===== src/hdl/krt_pkg.sv =====
package krt_pkg;

    // Action codes carried on the action field.
    localparam logic [2:0] ACT_ADD    = 3'd0;
    localparam logic [2:0] ACT_SEARCH = 3'd1;
    localparam logic [2:0] ACT_UPDATE = 3'd2;
    localparam logic [2:0] ACT_DELETE = 3'd3;
    localparam logic [2:0] ACT_READ   = 3'd4;

    // Status codes returned with every result word.
    localparam logic [1:0] ST_OK        = 2'd0;
    localparam logic [1:0] ST_NOT_FOUND = 2'd1;
    localparam logic [1:0] ST_FULL      = 2'd2;
    localparam logic [1:0] ST_BEYOND    = 2'd3;

    // Sequencer states.
    typedef enum logic [2:0] {
        S_IDLE,
        S_READ,
        S_SCAN,
        S_SHIFT,
        S_RESP
    } krt_state_t;

    // One stored record.
    typedef struct packed {
        logic [31:0]        key;
        logic signed [31:0] quantity;
        logic [31:0]        price_cents;
    } record_t;

    // One command word as taken from the input channel.
    typedef struct packed {
        logic [2:0]         action;
        logic [31:0]        key;
        logic signed [31:0] quantity;
        logic [31:0]        price_cents;
        logic [5:0]         slot_index;
    } cmd_t;

    // One result word handed to the output register.
    typedef struct packed {
        logic [1:0]         status;
        logic [31:0]        key;
        logic signed [31:0] quantity;
        logic [31:0]        price_cents;
        logic [5:0]         slot;
        logic [6:0]         record_count;
    } rsp_t;

endpackage


===== src/hdl/krt_ctrl.sv =====
module krt_ctrl
    import krt_pkg::*;
#(
    parameter int DEPTH = 64,
    parameter int AW    = 6,
    parameter int CW    = 7
)
(
    input  logic            clk,
    input  logic            rst_n,
    input  logic            in_valid,
    output logic            in_stall,
    input  cmd_t            cmd,
    output logic            rsp_valid,
    input  logic            rsp_take,
    output rsp_t            rsp,
    output logic            mem_we,
    output logic [AW-1:0]   mem_waddr,
    output record_t         mem_wdata,
    output logic            mem_re,
    output logic [AW-1:0]   mem_raddr,
    input  record_t         mem_rdata
);

    krt_state_t     state_reg, state_next;
    logic [CW-1:0]  count_reg, count_next;
    cmd_t           cmd_reg, cmd_next;
    logic [AW-1:0]  cur_reg, cur_next;
    rsp_t           res_reg, res_next;

    logic [CW:0]    cur_ext;
    logic [CW:0]    cur_inc;
    logic [CW:0]    cur_inc2;
    logic [CW:0]    cnt_ext;
    logic           idx_beyond;
    logic           table_full;

    assign cur_ext    = (CW+1)'(cur_reg);
    assign cur_inc    = cur_ext + (CW+1)'(1);
    assign cur_inc2   = cur_inc + (CW+1)'(1);
    assign cnt_ext    = (CW+1)'(count_reg);
    assign idx_beyond = (CW+6)'(cmd.slot_index) >= (CW+6)'(count_reg);
    assign table_full = count_reg >= CW'(DEPTH);

    // Control registers.
    always_ff @(posedge clk or negedge rst_n)
    begin
        if (!rst_n)
        begin
            state_reg <= S_IDLE;
            count_reg <= '0;
        end
        else
        begin
            state_reg <= state_next;
            count_reg <= count_next;
        end
    end

    // Command, scan position and result registers.
    always_ff @(posedge clk)
    begin
        cmd_reg <= cmd_next;
        cur_reg <= cur_next;
        res_reg <= res_next;
    end

    // Sequencer: next state, memory accesses and result.
    always_comb
    begin
        state_next = state_reg;
        count_next = count_reg;
        cmd_next   = cmd_reg;
        cur_next   = cur_reg;
        res_next   = res_reg;
        mem_we     = 1'b0;
        mem_waddr  = cur_reg;
        mem_wdata  = mem_rdata;
        mem_re     = 1'b0;
        mem_raddr  = cur_reg;
        in_stall   = (state_reg != S_IDLE);
        rsp_valid  = 1'b0;

        case (state_reg)
            S_IDLE:
            begin
                if (in_valid)
                begin
                    cmd_next   = cmd;
                    res_next   = '0;
                    state_next = S_RESP;
                    case (cmd.action)
                        ACT_ADD:
                        begin
                            if (table_full)
                            begin
                                res_next.status = ST_FULL;
                            end
                            else
                            begin
                                mem_we                = 1'b1;
                                mem_waddr             = AW'(count_reg);
                                mem_wdata.key         = cmd.key;
                                mem_wdata.quantity    = cmd.quantity;
                                mem_wdata.price_cents = cmd.price_cents;
                                res_next.status       = ST_OK;
                                res_next.key          = cmd.key;
                                res_next.quantity     = cmd.quantity;
                                res_next.price_cents  = cmd.price_cents;
                                res_next.slot         = 6'(count_reg);
                                count_next            = count_reg + CW'(1);
                            end
                        end
                        ACT_SEARCH, ACT_UPDATE, ACT_DELETE:
                        begin
                            if (count_reg == '0)
                            begin
                                res_next.status = ST_NOT_FOUND;
                            end
                            else
                            begin
                                mem_re     = 1'b1;
                                mem_raddr  = '0;
                                cur_next   = '0;
                                state_next = S_SCAN;
                            end
                        end
                        ACT_READ:
                        begin
                            if (idx_beyond)
                            begin
                                res_next.status = ST_BEYOND;
                            end
                            else
                            begin
                                mem_re     = 1'b1;
                                mem_raddr  = AW'(cmd.slot_index);
                                cur_next   = AW'(cmd.slot_index);
                                state_next = S_READ;
                            end
                        end
                        default:
                        begin
                            res_next.status = ST_OK;
                        end
                    endcase
                end
            end

            S_READ:
            begin
                res_next.status      = ST_OK;
                res_next.key         = mem_rdata.key;
                res_next.quantity    = mem_rdata.quantity;
                res_next.price_cents = mem_rdata.price_cents;
                res_next.slot        = 6'(cur_reg);
                state_next           = S_RESP;
            end

            S_SCAN:
            begin
                if (mem_rdata.key == cmd_reg.key)
                begin
                    // First match: report it, then act on it.
                    res_next.status      = ST_OK;
                    res_next.key         = mem_rdata.key;
                    res_next.quantity    = mem_rdata.quantity;
                    res_next.price_cents = mem_rdata.price_cents;
                    res_next.slot        = 6'(cur_reg);
                    state_next           = S_RESP;
                    if (cmd_reg.action == ACT_UPDATE)
                    begin
                        mem_we             = 1'b1;
                        mem_wdata.quantity = cmd_reg.quantity;
                        res_next.quantity  = cmd_reg.quantity;
                    end
                    else if (cmd_reg.action == ACT_DELETE)
                    begin
                        if (cur_inc < cnt_ext)
                        begin
                            mem_re     = 1'b1;
                            mem_raddr  = AW'(cur_inc);
                            state_next = S_SHIFT;
                        end
                        else
                        begin
                            count_next = count_reg - CW'(1);
                        end
                    end
                end
                else if (cur_inc < cnt_ext)
                begin
                    mem_re    = 1'b1;
                    mem_raddr = AW'(cur_inc);
                    cur_next  = AW'(cur_inc);
                end
                else
                begin
                    res_next        = '0;
                    res_next.status = ST_NOT_FOUND;
                    state_next      = S_RESP;
                end
            end

            S_SHIFT:
            begin
                // Move the record read last cycle down one slot.
                mem_we   = 1'b1;
                cur_next = AW'(cur_inc);
                if (cur_inc2 < cnt_ext)
                begin
                    mem_re    = 1'b1;
                    mem_raddr = AW'(cur_inc2);
                end
                else
                begin
                    count_next = count_reg - CW'(1);
                    state_next = S_RESP;
                end
            end

            S_RESP:
            begin
                rsp_valid = 1'b1;
                if (rsp_take)
                begin
                    state_next = S_IDLE;
                end
            end

            default:
            begin
                state_next = S_IDLE;
            end
        endcase
    end

    // The count shown is always the count after the action.
    always_comb
    begin
        rsp              = res_reg;
        rsp.record_count = 7'(count_reg);
    end

`ifndef SYNTHESIS
    // The table never holds more records than it has slots.
    a_count_bound: assert property (@(posedge clk) disable iff (!rst_n)
        count_reg <= CW'(DEPTH))
        else $error("record count beyond table depth");

    // A shift step only writes inside the held records.
    a_shift_inside: assert property (@(posedge clk) disable iff (!rst_n)
        (state_reg == S_SHIFT) |-> (cur_inc < cnt_ext))
        else $error("shift outside held records");

    // A result not yet taken holds its value.
    a_rsp_hold: assert property (@(posedge clk) disable iff (!rst_n)
        (rsp_valid && !rsp_take) |=> (rsp_valid && $stable(rsp)))
        else $error("pending result changed");

    // The count changes by at most one per cycle.
    a_count_step: assert property (@(posedge clk) disable iff (!rst_n)
        (count_reg != $past(count_reg)) |->
            (count_reg == $past(count_reg) + CW'(1)
             || count_reg + CW'(1) == $past(count_reg)))
        else $error("record count jumped");
`endif

endmodule


===== config.mk =====
export PLATFORM = sky130hd
export DESIGN_NAME = krt_ctrl
export DESIGN_NICKNAME = d
export VERILOG_FILES = /design/src/hdl/krt_pkg.sv /design/src/hdl/krt_ctrl.sv
export SDC_FILE = /design/constraint.sdc
export NUM_CORES = 1
export LEC_CHECK = 0
export ABC_AREA = 1
export BUFFER_PORTS_ARGS = -buffer_cell sky130_fd_sc_hd__buf_4
export CORE_AREA = 2 2 167 169
export DETAILED_ROUTE_END_ITERATION = 8
export DIE_AREA = 0 0 169 171
export GPL_TIMING_DRIVEN = 1
export PLACE_DENSITY = 0.73
export SLEW_MARGIN = 10
export SYNTH_ARGS = -nofsm -noshare
export SYNTH_HDL_FRONTEND = slang
export SYNTH_SLANG_ARGS = --single-unit

===== constraint.sdc =====
create_clock -name clk -period 8.58 [get_ports clk]
set_input_delay 0.858 -clock clk [delete_from_list [all_inputs] [get_ports clk]]
set_output_delay 0.858 -clock clk [all_outputs]
set_load 0.02 [all_outputs]

==> results.ini <==
[cells_and_area]
final_cell_mix = 438 x buf_4, 402 x nand2_1, 177 x edfxtp_1
nFillCells = 2404
largest_register_ffs = 104
mostFrequentLayoutCell = buf_4
layout-drive-gt1-share_pct = 33.33
area_delta_synth_final_pct = 31.86
layout.nets = 1974
diodes = 0

[yosys]
synthXorXnorAreaFrac_pct = 2.598
synth_edf_count = 177
synth_mux_area_share_pct = 0.5589
synth_top_family_by_area = compound AO/OA/AOI/OAI gates
seq_area_frac_synth_pct = 46.04
synthCells = 1363
synth_fa_ha_area_share_pct = 2.857
synthSimpleGateAreaFrac_pct = 18.66
synth_ff_type = edfxtp_1
synth_compound_area_share_pct = 20.76
synth_cell_types = 42
ys_seq_elements = 187
async_flop_share_pct = 5.348
syn_nets = 1595
syn_area_um2 = 12090
avgSynthCellArea_um2 = 8.869
ys_warn_count = 0

[worst_setup_path]
cp_num_buf_inv = 3
cp.required_ps = 7720
startpoint_type = flip-flop
reg2reg_depth = 13
r2r_slack_ps = 4810
r2r_end = rsp[78]
cp_common_cell = nand2_1
startpoint = cur_reg[2]
cp.arrival_ps = 3870
endpoint_kind = output port
crit_path_max_incr_delay_ps = 590
path_max_fanout = 9
r2r_start = cur_reg[0]
worstSetupPathType = flip-flop to output port
crit_slowest_cell = edfxtp_1
path_delay_family = simple AND/OR/NAND/NOR gates
path_cells = ha_1 -> nand3_1 -> o21ai_0 -> nand2_1 -> inv_1 -> ha_1 -> nand2_1 -> inv_1 -> a21oi_1 -> nand2_2 -> o21ai_0 -> nand2_1 -> nand2_1 -> nand2_1 -> nand3_1 -> nand4_1 -> buf_4

[clocking]
root_buffer = clkbuf_16
ctsResizeCount = 0
cts_buffers = 17
cts_max_path_buffers = 2
h-tree-depth = 4
clk_latency_ps = 440
clk_pin_slew_ps = 70
cts_setup_buffers = 0
cts_tree = built
ctsHoldBuffers = 0
cts.sinks = 187

[route]
totalWireLength_um = 42230
vias = 11856
ant_nets = 0
post_drt_via_cell_ratio = 5.643
initialDrtViolationCount = 1262
firstDrtPassIters = 5
post_drt_wl_per_cell_um = 20.10
remaining_drc_errors = 0

[min_path]
min_path_type = input port to async pin

[pwr]
p_per_area_nw_per_um2 = 331.2
p_leak_nw = 7.177
ir_drop_uv = 257.5

[grt]
antenna_found_initial = 0
grt_pass1_wl_um = 61960
grt_pass1_vias = 10783
grt_max_degree = 99
grtUsageTotal_pct = 27.76
gr-total-overflow = 0

[die]
die_w_um = 169
placementRows = 61
io_pins = 428
core-area_um2 = 27320
die_y_um = 171
initial_core_util_pct = 44.24
die_area_um2 = 28900

[sta]
setup_ws_ps = 3853
setup_viol = 0
hold_viol = 0
max_freq_mhz = 211.6
final.period_utilization_pct = 55.09
finClkSkew_ps = 18.86
slew_headroom_pct = 17.58
rsz0062_at_grt = no
min_period_ps = 4727
finalMaxSlewViolations = 0
worstMarginPinSlew_ps = 1232
setup_tns_ps = 0

[placement]
dp_hpwl_um = 30370
gp_congestion = 0.9026
post-place-ws_ps = 4175
port_buffers = 427

[run]
drv_cap = 0

[status]
status = finished, final reports clean

through the flow:
step	cell area [µm²]	hold slack [ps]	power [W]	utilization (%)	instances
floorplan	12090	562.4	0.003414	-	1363
global placement	15370	585.3	0.004470	56.26	2069
detailed placement	15370	583.6	0.004503	56.26	2069
CTS	15940	222.1	0.005287	58.33	2101
global route	15940	224.3	0.005568	58.33	2101
finish	15940	238.4	0.005280	58.33	2101
synth_stat cells (12+ instances only):
| cell type | n | area, µm² |
|---|---|---|
| o22ai_1 | 71 | 444.2 |
| inv_1 | 132 | 495.5 |
| ha_1 | 26 | 325.3 |
| o22ai_2 | 70 | 875.8 |
| buf_4 | 12 | 90.09 |
| inv_2 | 16 | 60.06 |
| xnor2_1 | 27 | 236.5 |
| nand2_1 | 403 | 1513 |
| nand3_1 | 53 | 265.3 |
| nor2_1 | 52 | 195.2 |
| o211ai_1 | 58 | 435.4 |
| buf_2 | 24 | 120.1 |
| o221ai_1 | 17 | 148.9 |
| edfxtp_1 | 177 | 5315 |
| clkbuf_1 | 25 | 93.84 |
| buf_6 | 12 | 135.1 |
| a21oi_1 | 36 | 180.2 |
| o21ai_0 | 64 | 320.3 |
area by class of cell:
| type | count | area, µm² | share of cell area (%) |
|---|---|---|---|
| multi-input cells | 946 | 5512 | 34.58 |
| repair buffers | 438 | 3288 | 20.63 |
| clock inverters | 14 | 127.6 | 0.8007 |
| inverters | 152 | 574.3 | 3.603 |
| clock buffers | 18 | 439.2 | 2.755 |
| well taps | 346 | 432.9 | 2.716 |
| flip-flops and latches | 187 | 5565 | 34.92 |
cells by family (layout without fill, tap and decap cells):
family	after synthesis	after routing
AND/OR/NAND/NOR	546	546
AO/OA/AOI/OAI	332	332
buffers and inverters	230	622
flip-flops	187	187
XOR/XNOR	35	35
adder cells (fa/ha/maj)	27	27
multiplexers	6	6
where the power goes:
group          leakage, nW  switching [W]  internal [W]
Combinational         5.04        0.00185      0.000969
Sequential            1.86       0.000184       0.00150
Clock                0.277       0.000385      0.000392
Total                 7.18        0.00242       0.00286
worst max-delay path by stage:
stage                                to  cells past startpoint
final                      mem_raddr[5]                     17
after global routing             mem_re                     16
after CTS                  mem_raddr[5]                     17
after detailed placement  mem_wdata[36]                     14
after global placement    mem_wdata[43]                     14
after floorplan                rsp[100]                     13
worst register-to-register path, cell delays in order, from the launching register on:
cell and delay, ps:
edfxtp_1 540, clkinv_1 320, ha_1 450, inv_1 90, ha_1 280, nand3_1 70, nand2_1 60, nand2_1 140
nand2_2 210, inv_1 90, nand3_1 170, nand2_1 140, a21oi_4 140, buf_4 670
routing by layer:
layer	wire [µm]	track usage, %	vias to the layer above
met2	20600	46.22	646
met5	0	0	-
met4	1541	11.15	0
met1	16630	35.52	5568
li1	-	-	5537
met3	3469	5.714	105
(Power assumes the default switching activity.)
